$ cat src/cidp_pkg.sv
// ----------------------------------------------------------------------------
// cidp_pkg: shared types and constants for the caller ID frame parser
// Result word layout, kind codes, parser phases and protocol byte values.
// ----------------------------------------------------------------------------
package cidp_pkg;

  // Body byte that classifies the frame (first byte after date and time)
  localparam int NUMBER_OFFSET_DEF = 8;

  localparam int IDX_W = 9;

  // Protocol byte values
  localparam logic [7:0] TYPE_SDMF    = 8'h04;
  localparam logic [7:0] TYPE_MDMF    = 8'h80;
  localparam logic [7:0] CHAR_OUTAREA = 8'h4F;
  localparam logic [7:0] CHAR_PRIVATE = 8'h50;

  // Result kind codes
  typedef enum logic [1:0] {
    KIND_CHAR    = 2'd0,
    KIND_OUTAREA = 2'd1,
    KIND_PRIVATE = 2'd2,
    KIND_END     = 2'd3
  } kind_t;

  // Parser phase
  typedef enum logic [1:0] {
    PH_HUNT = 2'd0,
    PH_LEN  = 2'd1,
    PH_BODY = 2'd2
  } phase_t;

  // One result word
  typedef struct packed {
    kind_t      kind;
    logic [7:0] char_value;
    logic       last;
  } result_t;

  // Results produced by one input byte (0, 1 or 2 words)
  typedef struct packed {
    logic [1:0] cnt;
    result_t    r0;
    result_t    r1;
  } push_t;

endpackage

$ cat src/cidp_parse.sv
// ----------------------------------------------------------------------------
// cidp_parse: frame state and per-byte decode
// Tracks hunt/length/body phase and emits up to two result words per byte.
// ----------------------------------------------------------------------------
module cidp_parse #(
  parameter int NUMBER_OFFSET = cidp_pkg::NUMBER_OFFSET_DEF
) (
  input  logic                clk,
  input  logic                rst_n,
  input  logic                take,
  input  logic [7:0]          rx_byte,
  output cidp_pkg::push_t     push
);

  localparam logic [cidp_pkg::IDX_W-1:0] OFFSET = cidp_pkg::IDX_W'(NUMBER_OFFSET);

  cidp_pkg::phase_t             phase_r, phase_nxt;
  logic [cidp_pkg::IDX_W-1:0]   body_length_r, body_length_nxt;
  logic [cidp_pkg::IDX_W-1:0]   body_index_r, body_index_nxt;
  logic                         suppress_r, suppress_nxt;

  logic [cidp_pkg::IDX_W-1:0]   idx_inc;
  logic                         is_last;
  logic                         cls_v;
  cidp_pkg::result_t            cls;
  cidp_pkg::result_t            eom;

  assign idx_inc = body_index_r + cidp_pkg::IDX_W'(1);
  assign is_last = (idx_inc == body_length_r);

  // Advance the phase
  always_comb begin
    phase_nxt = phase_r;
    case (phase_r)
      cidp_pkg::PH_LEN: begin
        phase_nxt = cidp_pkg::PH_BODY;
      end
      cidp_pkg::PH_BODY: begin
        if (is_last) begin
          phase_nxt = cidp_pkg::PH_HUNT;
        end
      end
      default: begin
        if (rx_byte == cidp_pkg::TYPE_MDMF || rx_byte == cidp_pkg::TYPE_SDMF) begin
          phase_nxt = cidp_pkg::PH_LEN;
        end else begin
          phase_nxt = cidp_pkg::PH_HUNT;
        end
      end
    endcase
  end

  // Decode the byte into counters and result words
  always_comb begin
    body_length_nxt = body_length_r;
    body_index_nxt  = body_index_r;
    suppress_nxt    = suppress_r;
    cls_v           = 1'b0;
    cls             = '{kind: cidp_pkg::KIND_CHAR, char_value: rx_byte, last: 1'b0};
    eom             = '{kind: cidp_pkg::KIND_END, char_value: 8'd0, last: 1'b1};
    push            = '0;
    case (phase_r)
      cidp_pkg::PH_LEN: begin
        body_length_nxt = {1'b0, rx_byte} + cidp_pkg::IDX_W'(1);
        body_index_nxt  = '0;
        suppress_nxt    = 1'b0;
      end
      cidp_pkg::PH_BODY: begin
        // classify the frame, or pass a number character
        if (body_index_r == OFFSET) begin
          if (rx_byte == cidp_pkg::CHAR_OUTAREA) begin
            cls_v        = 1'b1;
            cls          = '{kind: cidp_pkg::KIND_OUTAREA, char_value: 8'd0, last: 1'b0};
            suppress_nxt = 1'b1;
          end else if (rx_byte == cidp_pkg::CHAR_PRIVATE) begin
            cls_v        = 1'b1;
            cls          = '{kind: cidp_pkg::KIND_PRIVATE, char_value: 8'd0, last: 1'b0};
            suppress_nxt = 1'b1;
          end else begin
            cls_v = !is_last;
          end
        end else if (body_index_r > OFFSET && !is_last && !suppress_r) begin
          cls_v = 1'b1;
        end
        // close the frame on the checksum byte
        if (is_last) begin
          body_index_nxt = '0;
        end else begin
          body_index_nxt = idx_inc;
        end
        if (cls_v && is_last) begin
          push.cnt = 2'd2;
          push.r0  = cls;
          push.r1  = eom;
        end else if (cls_v) begin
          push.cnt     = 2'd1;
          push.r0      = cls;
          push.r0.last = 1'b1;
        end else if (is_last) begin
          push.cnt = 2'd1;
          push.r0  = eom;
        end
      end
      default: begin
      end
    endcase
    if (!take) begin
      push.cnt = 2'd0;
    end
  end

  // Hold state until a byte is taken
  always_ff @(posedge clk) begin
    if (!rst_n) begin
      phase_r       <= cidp_pkg::PH_HUNT;
      body_length_r <= '0;
      body_index_r  <= '0;
      suppress_r    <= 1'b0;
    end else if (take) begin
      phase_r       <= phase_nxt;
      body_length_r <= body_length_nxt;
      body_index_r  <= body_index_nxt;
      suppress_r    <= suppress_nxt;
    end
  end

endmodule

$ cat src/cidp_out_queue.sv
// ----------------------------------------------------------------------------
// cidp_out_queue: result word queue
// Four-word queue: up to two words in per cycle, one out per ready cycle.
// ----------------------------------------------------------------------------
module cidp_out_queue (
  input  logic                clk,
  input  logic                rst_n,
  input  cidp_pkg::push_t     push,
  output logic                room,
  output logic                out_valid,
  input  logic                out_ready,
  output cidp_pkg::result_t   out_word
);

  cidp_pkg::result_t slot_r [4];
  logic [1:0] head_r, head_nxt;
  logic [1:0] tail_r, tail_nxt;
  logic [2:0] count_r, count_nxt;
  logic       pop;
  logic [1:0] tail_p1;

  assign room      = (count_r <= 3'd2);
  assign out_valid = (count_r != 3'd0);
  assign out_word  = slot_r[head_r];
  assign pop       = out_valid && out_ready;
  assign tail_p1   = tail_r + 2'd1;

  // Advance pointers and fill level
  always_comb begin
    head_nxt  = pop ? head_r + 2'd1 : head_r;
    tail_nxt  = tail_r + push.cnt;
    count_nxt = count_r + {1'b0, push.cnt} - {2'b00, pop};
  end

  always_ff @(posedge clk) begin
    if (!rst_n) begin
      head_r  <= '0;
      tail_r  <= '0;
      count_r <= '0;
    end else begin
      head_r  <= head_nxt;
      tail_r  <= tail_nxt;
      count_r <= count_nxt;
    end
  end

  // Write incoming words
  always_ff @(posedge clk) begin
    if (push.cnt != 2'd0) begin
      slot_r[tail_r] <= push.r0;
    end
    if (push.cnt == 2'd2) begin
      slot_r[tail_p1] <= push.r1;
    end
  end

endmodule

$ cat src/caller_id_frame_parser.sv
// ----------------------------------------------------------------------------
// caller_id_frame_parser: caller ID message parser
// Finds frames in a decoded byte stream and reports number characters,
// out-of-area or private classification, and end of message.
// ----------------------------------------------------------------------------
// Input channel: one received byte per word on in_rx_byte (valid/ready).
// Bytes are dropped until a type byte; the next byte is the length, then
// the body of length+1 bytes, the last one being the checksum.
// Output channel: result words (out_kind, out_char_value, out_last), at
// most two per input byte; out_last marks the final word of a byte.
// Result words are registered in the queue as the byte is taken and
// offered behind any words already waiting. Throughput: one byte per
// cycle while the receiver drains one word per cycle; a byte that yields
// two words holds the output longer, and that port sets the sustained rate.
// A four-word queue sits between decode and output: in_ready is high
// while it has room for two words, so a stalled receiver throttles input
// once three or four words wait (at most three bytes of backlog) and no
// word is ever lost.
// Reset (rst_n low, synchronous) empties the queue and returns the parser
// to hunting for a type byte.
// ----------------------------------------------------------------------------
module caller_id_frame_parser #(
  parameter int NUMBER_OFFSET = cidp_pkg::NUMBER_OFFSET_DEF
) (
  input  logic       clk,
  input  logic       rst_n,
  input  logic       in_valid,
  output logic       in_ready,
  input  logic [7:0] in_rx_byte,
  output logic       out_valid,
  input  logic       out_ready,
  output logic [1:0] out_kind,
  output logic [7:0] out_char_value,
  output logic       out_last
);

  cidp_pkg::push_t   push;
  cidp_pkg::result_t word;
  logic              room;
  logic              take;

  assign in_ready = room;
  assign take     = in_valid && room;

  // Decode bytes
  cidp_parse #(
    .NUMBER_OFFSET (NUMBER_OFFSET)
  ) u_parse (
    .clk     (clk),
    .rst_n   (rst_n),
    .take    (take),
    .rx_byte (in_rx_byte),
    .push    (push)
  );

  // Queue result words
  cidp_out_queue u_queue (
    .clk       (clk),
    .rst_n     (rst_n),
    .push      (push),
    .room      (room),
    .out_valid (out_valid),
    .out_ready (out_ready),
    .out_word  (word)
  );

  assign out_kind       = word.kind;
  assign out_char_value = word.char_value;
  assign out_last       = word.last;

endmodule

$ cat config.mk
export PLATFORM = sky130hd
export DESIGN_NAME = caller_id_frame_parser
export DESIGN_NICKNAME = d
export VERILOG_FILES = /design/src/cidp_pkg.sv /design/src/cidp_parse.sv /design/src/cidp_out_queue.sv /design/src/caller_id_frame_parser.sv
export SDC_FILE = /design/constraint.sdc
export NUM_CORES = 1
export LEC_CHECK = 0
export ABC_AREA = 1
export BUFFER_PORTS_ARGS = -buffer_cell sky130_fd_sc_hd__buf_2
export CAP_MARGIN = 20
export CELL_PAD_IN_SITES_DETAIL_PLACEMENT = 0
export CELL_PAD_IN_SITES_GLOBAL_PLACEMENT = 1
export CORE_MARGIN = 2
export CORE_UTILIZATION = 48
export DETAILED_ROUTE_END_ITERATION = 8
export PLACE_DENSITY_LB_ADDON = 0.12
export SYNTH_ARGS = -nofsm -noshare
export SYNTH_HDL_FRONTEND = slang
export SYNTH_SLANG_ARGS = --single-unit
$ cat constraint.sdc
create_clock -name clk -period 5.2 [get_ports clk]
set_input_delay 0.52 -clock clk [delete_from_list [all_inputs] [get_ports clk]]
set_output_delay 0.52 -clock clk [all_outputs]
set_load 0.05 [all_outputs]
==> flow_metrics.py, run 1 <==
metrics = {
    "logic_synthesis": {
        "syn_nets": 576,
        "synth_flop_cell": "dfxtp_1",
        "synthArstFlopShare_pct": 0,
        "synth_edf_count": 12,
        "avgSynthCellArea_um2": 7.18,
        "ys_seq_elements": 74,
        "yosysWarnings": 0,
        "syn_area_mm2": 0.00397,
        "synth-seq-area-share_pct": 40.3,
        "synth_cells": 553,
        "yosysUniqueCellTypes": 36,
    },
    "timing": {
        "post-route-period-util_pct": 68.2,
        "fin_skew_ps": 11.1,
        "finalSetupViolCount": 0,
        "finalHoldViolations": 0,
        "max_freq_mhz": 282,
        "maxSlewViolCount": 0,
        "worst_slack_ps": 1650,
        "period_needed_ps": 3550,
        "rsz0062_at_grt": "false",
        "tightest_slew_ps": 738,
        "relSlewSlack_pct": 50.7,
        "final.setup.tns_ps": 0,
    },
    "setup_path": {
        "crit_buf_inv": 6,
        "path_cells": "inv_2 > ha_1 > xnor2_1 > nand2_1 > nor2_1 > nand3_1 > nor2_1 > nand3_4 > nand2_4 > nand2_2 > ha_1 > nand2_1 > nor2_1 > inv_1 > nand2_1 > inv_2 > nor3_1 > buf_4 > inv_2 > nand2_1 > inv_1 > nand2_1 > nand2_1",
        "critPathTopFamily": "simple AND/OR/NAND/NOR gates",
        "crit_start": "u_parse.body_index_r[0]",
        "crit_path_start_kind": "register",
        "cp_max_fo": 11,
        "end_kind": "register",
        "critPathRequiredTime_ps": 5440,
        "cp.arrival_ps": 3790,
        "max_stage_delay_ps": 410,
        "path_class": "register to register",
        "rr_startpoint": "u_parse.body_index_r[0]",
        "worst_path_most_repeated_cell": "nand2_1",
        "worst_path_max_delay_cell": "dfxtp_1",
    },
    "place": {
        "port_buffers": 24,
        "hpwl_um": 6830,
        "finalWeightedCongestion": 0.878,
        "placed_area_mm2": 0.00413,
        "dp_slack_ps": 1640,
        "dp_cells": 663,
    },
    "status": {
        "outcome": "finished clean",
    },
    "global_routing": {
        "antenna_found_initial": 0,
        "grt_max_degree": 38,
        "grt_first_pass_wirelength_um": 15600,
        "grt_pass1_vias": 3222,
        "grt_usage_pct": 22.5,
        "grt_overflow_total": 0,
    },
    "clocking": {
        "clock_latency_ps": 350,
        "cts_setup_buffers": 0,
        "cts_made_buffers": 9,
        "cts-root-buf": "clkbuf_8",
        "clk_pin_slew_ps": 80,
        "holdBufCountCts": 0,
        "cts_tree": "built",
        "cts_resized": 0,
        "ctsHtreeMaxLevel": 3,
        "clock_path_buffers": 2,
        "clock_sinks": 74,
    },
    "die": {
        "fp-row-count": 33,
        "start_util_pct": 48.8,
        "die_area_mm2": 0.00902,
        "io-pin-count": 25,
        "core-area_mm2": 0.00813,
        "die_w_um": 95.0,
        "die_y_um": 95.0,
    },
    "drt": {
        "dr.pass1.iters": 5,
        "final_antenna_net_count": 0,
        "routedWlPerCell_um": 13.7,
        "drtIter0Drc": 156,
        "vias": 3569,
        "drc": 0,
        "totalWireLength_um": 9290,
        "viasPerCell": 5.26,
    },
    "final_layout": {
        "stdcell_count": 679,
        "seq_area_mm2": 0.00160,
        "syn_to_final_growth_pct": 8.32,
        "fillCellCount": 805,
        "layout_commonest_cell": "nand2_1",
        "fin_nets": 592,
        "multi_input_area_mm2": 0.00201,
        "final_cell_mix": "nand2_1 (148), dfxtp_1 (62), inv_1 (49)",
        "drive_gt1_share_pct": 13.4,
        "n_antenna_cell": 0,
        "fin_area_mm2": 0.00430,
    },
    "power_and_ir_drop": {
        "power_mw": 1.48,
        "leakagePower_nw": 1.93,
        "peakVddDrop_mv": 0.155,
        "power_density_mw_per_mm2": 345,
    },
    "hold_path": {
        "min_from": "in_rx_byte[0]",
        "hold_path.class": "primary input to register",
    },
    "job": {
        "drv_cap": 0,
    },
}
worst register-to-register path: cells and delay by family, from the launching register on:
family,cells,cell delay (ps)
xor+xnor,1,140
fa+ha+maj,2,630
buf+inv,6,720
flops,1,410
simple gates,14,1570
report_power, final:
part	switching, mW	internal [mW]
logic	0.328	0.119
registers	0.0376	0.606
clock network	0.222	0.171
total	0.588	0.896
routing by layer:
metal / GRT usage (%) / wire (µm)
met1: 29.9 / 4330
met2: 36.4 / 4330
met3: 4.55 / 467
met4: 7.97 / 161
met5: 0 / 0
logic make-up after synthesis:
logic type               count (synthesis)  synth area share [%]
buffers and inverters                   87                  9.17
AND/OR/NAND/NOR                        290                  33.5
flip-flops                              74                  40.3
AO/OA/AOI/OAI                           79                  10.7
adder cells (fa/ha/maj)                 11                  3.65
XOR/XNOR                                12                  2.65
final cells by class:
type	count	area share (%)
well taps	105	3.05
flip-flops and latches	74	37.2
multi-input cells	392	46.6
repair buffers	29	3.66
clock inverters	7	1.05
clock buffers	9	2.88
inverters	63	5.50
registers in the layout, indices dropped and copies added, names as in the netlist, named ones only:
signal                 count
u_queue.count_r            3
u_queue.tail_r             2
u_parse.suppress_r         1
u_parse.body_index_r       9
u_queue.slot_r            44
u_queue.head_r             2
u_parse.body_length_r      9
u_parse.phase_r            2
stage by stage:
stage	hold WS (ps)	utilization [%]
global route	368	52.9
floorplan	421	-
finish	378	52.9
global placement	433	50.8
detailed placement	437	50.8
CTS	371	52.9
path summary, 6_finish.rpt:
kind,end,slack [ps],cells after the start
worst max register to register,u_queue.slot_r[1][3],1650,23
worst max-delay path,u_queue.slot_r[1][3],1650,23
worst min register to register,u_queue.slot_r[3][6],460,2
worst min-delay path,u_parse.body_length_r[0],380,2
cells in the mapped netlist, types with 8 or more instances:
cell,n,area [µm²]
a21oi_1,25,125
clkbuf_1,9,33.8
dfxtp_1,62,1240
edfxtp_1,12,360
ha_1,10,125
inv_1,49,184
inv_2,13,48.8
nand2_1,148,556
nand3_1,31,155
nand4_1,36,225
nor2_1,48,180
o21ai_0,37,185
o22ai_1,11,68.8
xor2_1,8,70.1
No activity file was read; power rests on OpenSTA's default activity.
==> run 2, diff against run 1 <==
Settings changed: ABC_AREA 1 to 0, CORE_UTILIZATION 48 to 47.
Clock period 5.2 ns to 3.5 ns, I/O delays scaled along.
==> run 2 against run 1 <==
Core utilization up 1.2 points. Worst hold slack worse by 110 ps. Combinational power down 26%. Clock skew about the same. Sequential share of layout area down 0.52 points. Die area about the same. Sequential power up 47%. Critical path depth down 9. Design area up 2.2%. Cell count down 17%. Register-to-register slack worse by 1400 ps. Fmax up 8.2%. Largest cell class unchanged.
==> flow_metrics.py, run 2 <==
metrics = {
    "clocking": {
        "cts_setup_buffers": 0,
        "cts_tree": "built",
        "holdBufCountCts": 0,
        "cts_resized": 0,
        "cts_made_buffers": 9,
        "ctsHtreeMaxLevel": 3,
        "clock_latency_ps": 360,
        "clock_sinks": 74,
        "clock_path_buffers": 2,
        "cts-root-buf": "clkbuf_8",
        "clk_pin_slew_ps": 80,
    },
    "drt": {
        "drtIter0Drc": 166,
        "drc": 0,
        "vias": 3255,
        "totalWireLength_um": 9440,
        "dr.pass1.iters": 4,
        "final_antenna_net_count": 0,
        "routedWlPerCell_um": 16.7,
        "viasPerCell": 5.76,
    },
    "global_routing": {
        "grt_pass1_vias": 2989,
        "grt_first_pass_wirelength_um": 15300,
        "grt_max_degree": 25,
        "grt_overflow_total": 0,
        "grt_usage_pct": 22.2,
        "antenna_found_initial": 0,
    },
    "hold_path": {
        "hold_path.class": "primary input to register",
        "hold-path-endpoint": "u_parse.body_length_r[0]",
        "min_from": "in_rx_byte[0]",
        "worstHoldPathCells": 2,
    },
    "job": {
        "drv_cap": 0,
    },
    "timing": {
        "rsz0062_at_grt": "false",
        "finalHoldViolations": 0,
        "finalSetupViolCount": 0,
        "fin_skew_ps": 11.1,
        "max_freq_mhz": 305,
        "maxSlewViolCount": 0,
        "fin_hold_ws_ps": 267,
        "relSlewSlack_pct": 43.2,
        "tightest_slew_ps": 851,
        "period_needed_ps": 3280,
        "post-route-period-util_pct": 93.7,
    },
    "power_and_ir_drop": {
        "p_sw_uw": 593,
        "pwr-share-clk_pct": 34.9,
        "seq_power_share_pct": 48.3,
        "power_density_mw_per_mm2": 445,
        "switching_share_pct": 30.3,
        "leakagePower_nw": 1.57,
        "comb_power_share_pct": 16.8,
        "internal-power_mw": 1.36,
        "peakVddDrop_mv": 0.220,
    },
    "logic_synthesis": {
        "synthMostInstantiatedCell": "dfxtp_1",
        "synth_top_area_share_pct": 31.9,
        "yosys.area.top_type": "dfxtp_1",
        "synth-seq-area-share_pct": 41.2,
        "yosysUniqueCellTypes": 53,
        "yosysWarnings": 0,
        "ys_seq_elements": 74,
        "yosys-top-cells-count": "dfxtp_1 (62), nand2_1 (60), nor2_1 (40), o21ai_0 (26), a21oi_1 (19)",
        "synth_cells": 436,
        "syn_nets": 459,
        "syn_area_mm2": 0.00389,
        "synthArstFlopShare_pct": 0,
        "synth_flop_cell": "dfxtp_1",
        "synth_area_leaders": "dfxtp_1 (32%), edfxtp_1 (9.3%), mux4_2 (6.4%), nand2_1 (5.8%), nor2_1 (3.9%)",
        "synth_edf_count": 12,
        "avgSynthCellArea_um2": 8.91,
    },
    "final_layout": {
        "layout_commonest_cell": "nand2_1",
        "syn_to_final_growth_pct": 13.2,
        "fin_nets": 478,
        "drive_gt1_share_pct": 18.0,
        "largest-register": "u_queue.slot_r",
        "largest_reg_flops": 44,
        "final_cell_mix": "nand2_1 (60), dfxtp_1 (56), nor2_1 (40)",
        "n_antenna_cell": 0,
        "stdcell_count": 565,
        "fillCellCount": 768,
        "largestRegisters": "u_queue.slot_r: 44 flops, u_parse.body_index_r: 9 flops, u_parse.body_length_r: 9 flops",
    },
    "setup_path": {
        "end_kind": "register",
        "path_class": "register to register",
        "cp.arrival_ps": 3480,
        "rrSetupSlack_ps": 220,
        "rr_startpoint": "u_parse.body_index_r[0]",
        "critPathRequiredTime_ps": 3700,
        "timing.rr.end": "u_queue.count_r[2]",
        "cp_max_fo": 9,
        "crit_path_start_kind": "register",
        "ff2ff_path_depth": 14,
    },
    "die": {
        "start_util_pct": 47.8,
        "die_y_um": 94.9,
        "io-pin-count": 25,
        "die_area_mm2": 0.00901,
        "die_w_um": 94.9,
        "core-area_mm2": 0.00813,
        "fp-row-count": 33,
    },
    "status": {
        "outcome": "finished clean",
    },
    "place": {
        "hpwl_um": 6860,
        "finalWeightedCongestion": 0.839,
        "port_buffers": 24,
        "dp_cells": 549,
    },
}
-- run 2: area by class of cell --
type                       instances  area (µm²)  area share (%)
clock buffer                       9         124            2.82
clock inverter                     7        73.8            1.68
inverter                          16        60.1            1.37
multi-input combinational        320        2200            50.0
sequential                        74        1610            36.7
tap                              105         131            2.99
timing repair buffer              34         195            4.44
-- run 2: worst max-delay path by stage --
stage                                  startpoint  cells after the start            endpoint
after floorplan           u_parse.body_index_r[1]                     17  u_queue.count_r[2]
after global placement    u_parse.body_index_r[3]                     12  u_queue.count_r[2]
after detailed placement  u_parse.body_index_r[3]                     14  u_queue.count_r[2]
after CTS                 u_parse.body_index_r[3]                     14  u_queue.count_r[2]
after global routing      u_parse.body_index_r[1]                     14  u_queue.count_r[2]
final                     u_parse.body_index_r[0]                     14  u_queue.count_r[2]
-- run 2: metrics by stage --
stage	setup slack (ps)	power, mW	util [%]	TNS (ps)	cell area [µm²]
4_1_cts	107	1.98	53.6	0	4360
3_3_place_gp	271	1.29	51.1	0	4160
6_report	222	1.96	54.1	0	4400
3_5_place_dp	143	1.30	51.1	0	4160
2_1_floorplan	-35.3	1.22	-	-35.3	3980
5_1_grt	5.91	2.05	54.1	0	4400
-- run 2: per-layer routing --
layer	GRT usage (%)	part of all wire [%]	up-vias
met2	37.1	48	67
met4	6.88	1.3	0
met3	2.87	3.6	10
li1	-	-	1613
met1	29.7	47	1565
met5	0	0	-
-- run 2: cell families after synthesis --
family	Yosys count	share of synthesized area, %
AOI/OAI and AO/OA	99	17.2
xor gates and xnor gates	22	4.96
adders and majority gates	11	3.73
buffers and inverters	42	4.44
DFF	74	41.2
muxes	14	7.15
and+or+nand+nor	174	21.3
-- run 2: worst max-delay path, stage by stage (launching register included) --
cell and delay [ps]:
dfxtp_4 390, ha_4 190, nand2b_1 140, or4_1 490
o41ai_2 80, o2111ai_2 180, nand2_1 100, nand2_1 60
ha_1 290, nand4_1 120, or2_4 320, fa_2 380
xnor2_2 150, xnor2_1 180, nor2_1 60
-- run 2: power groups by stage --
stage | registers, mW | logic, mW | clock network, mW
final | 0.945 | 0.329 | 0.683
after global routing | 0.955 | 0.360 | 0.731
after CTS | 0.948 | 0.331 | 0.697
after detailed placement | 0.967 | 0.328 | 0
after global placement | 0.966 | 0.326 | 0
after floorplan | 0.926 | 0.289 | 0
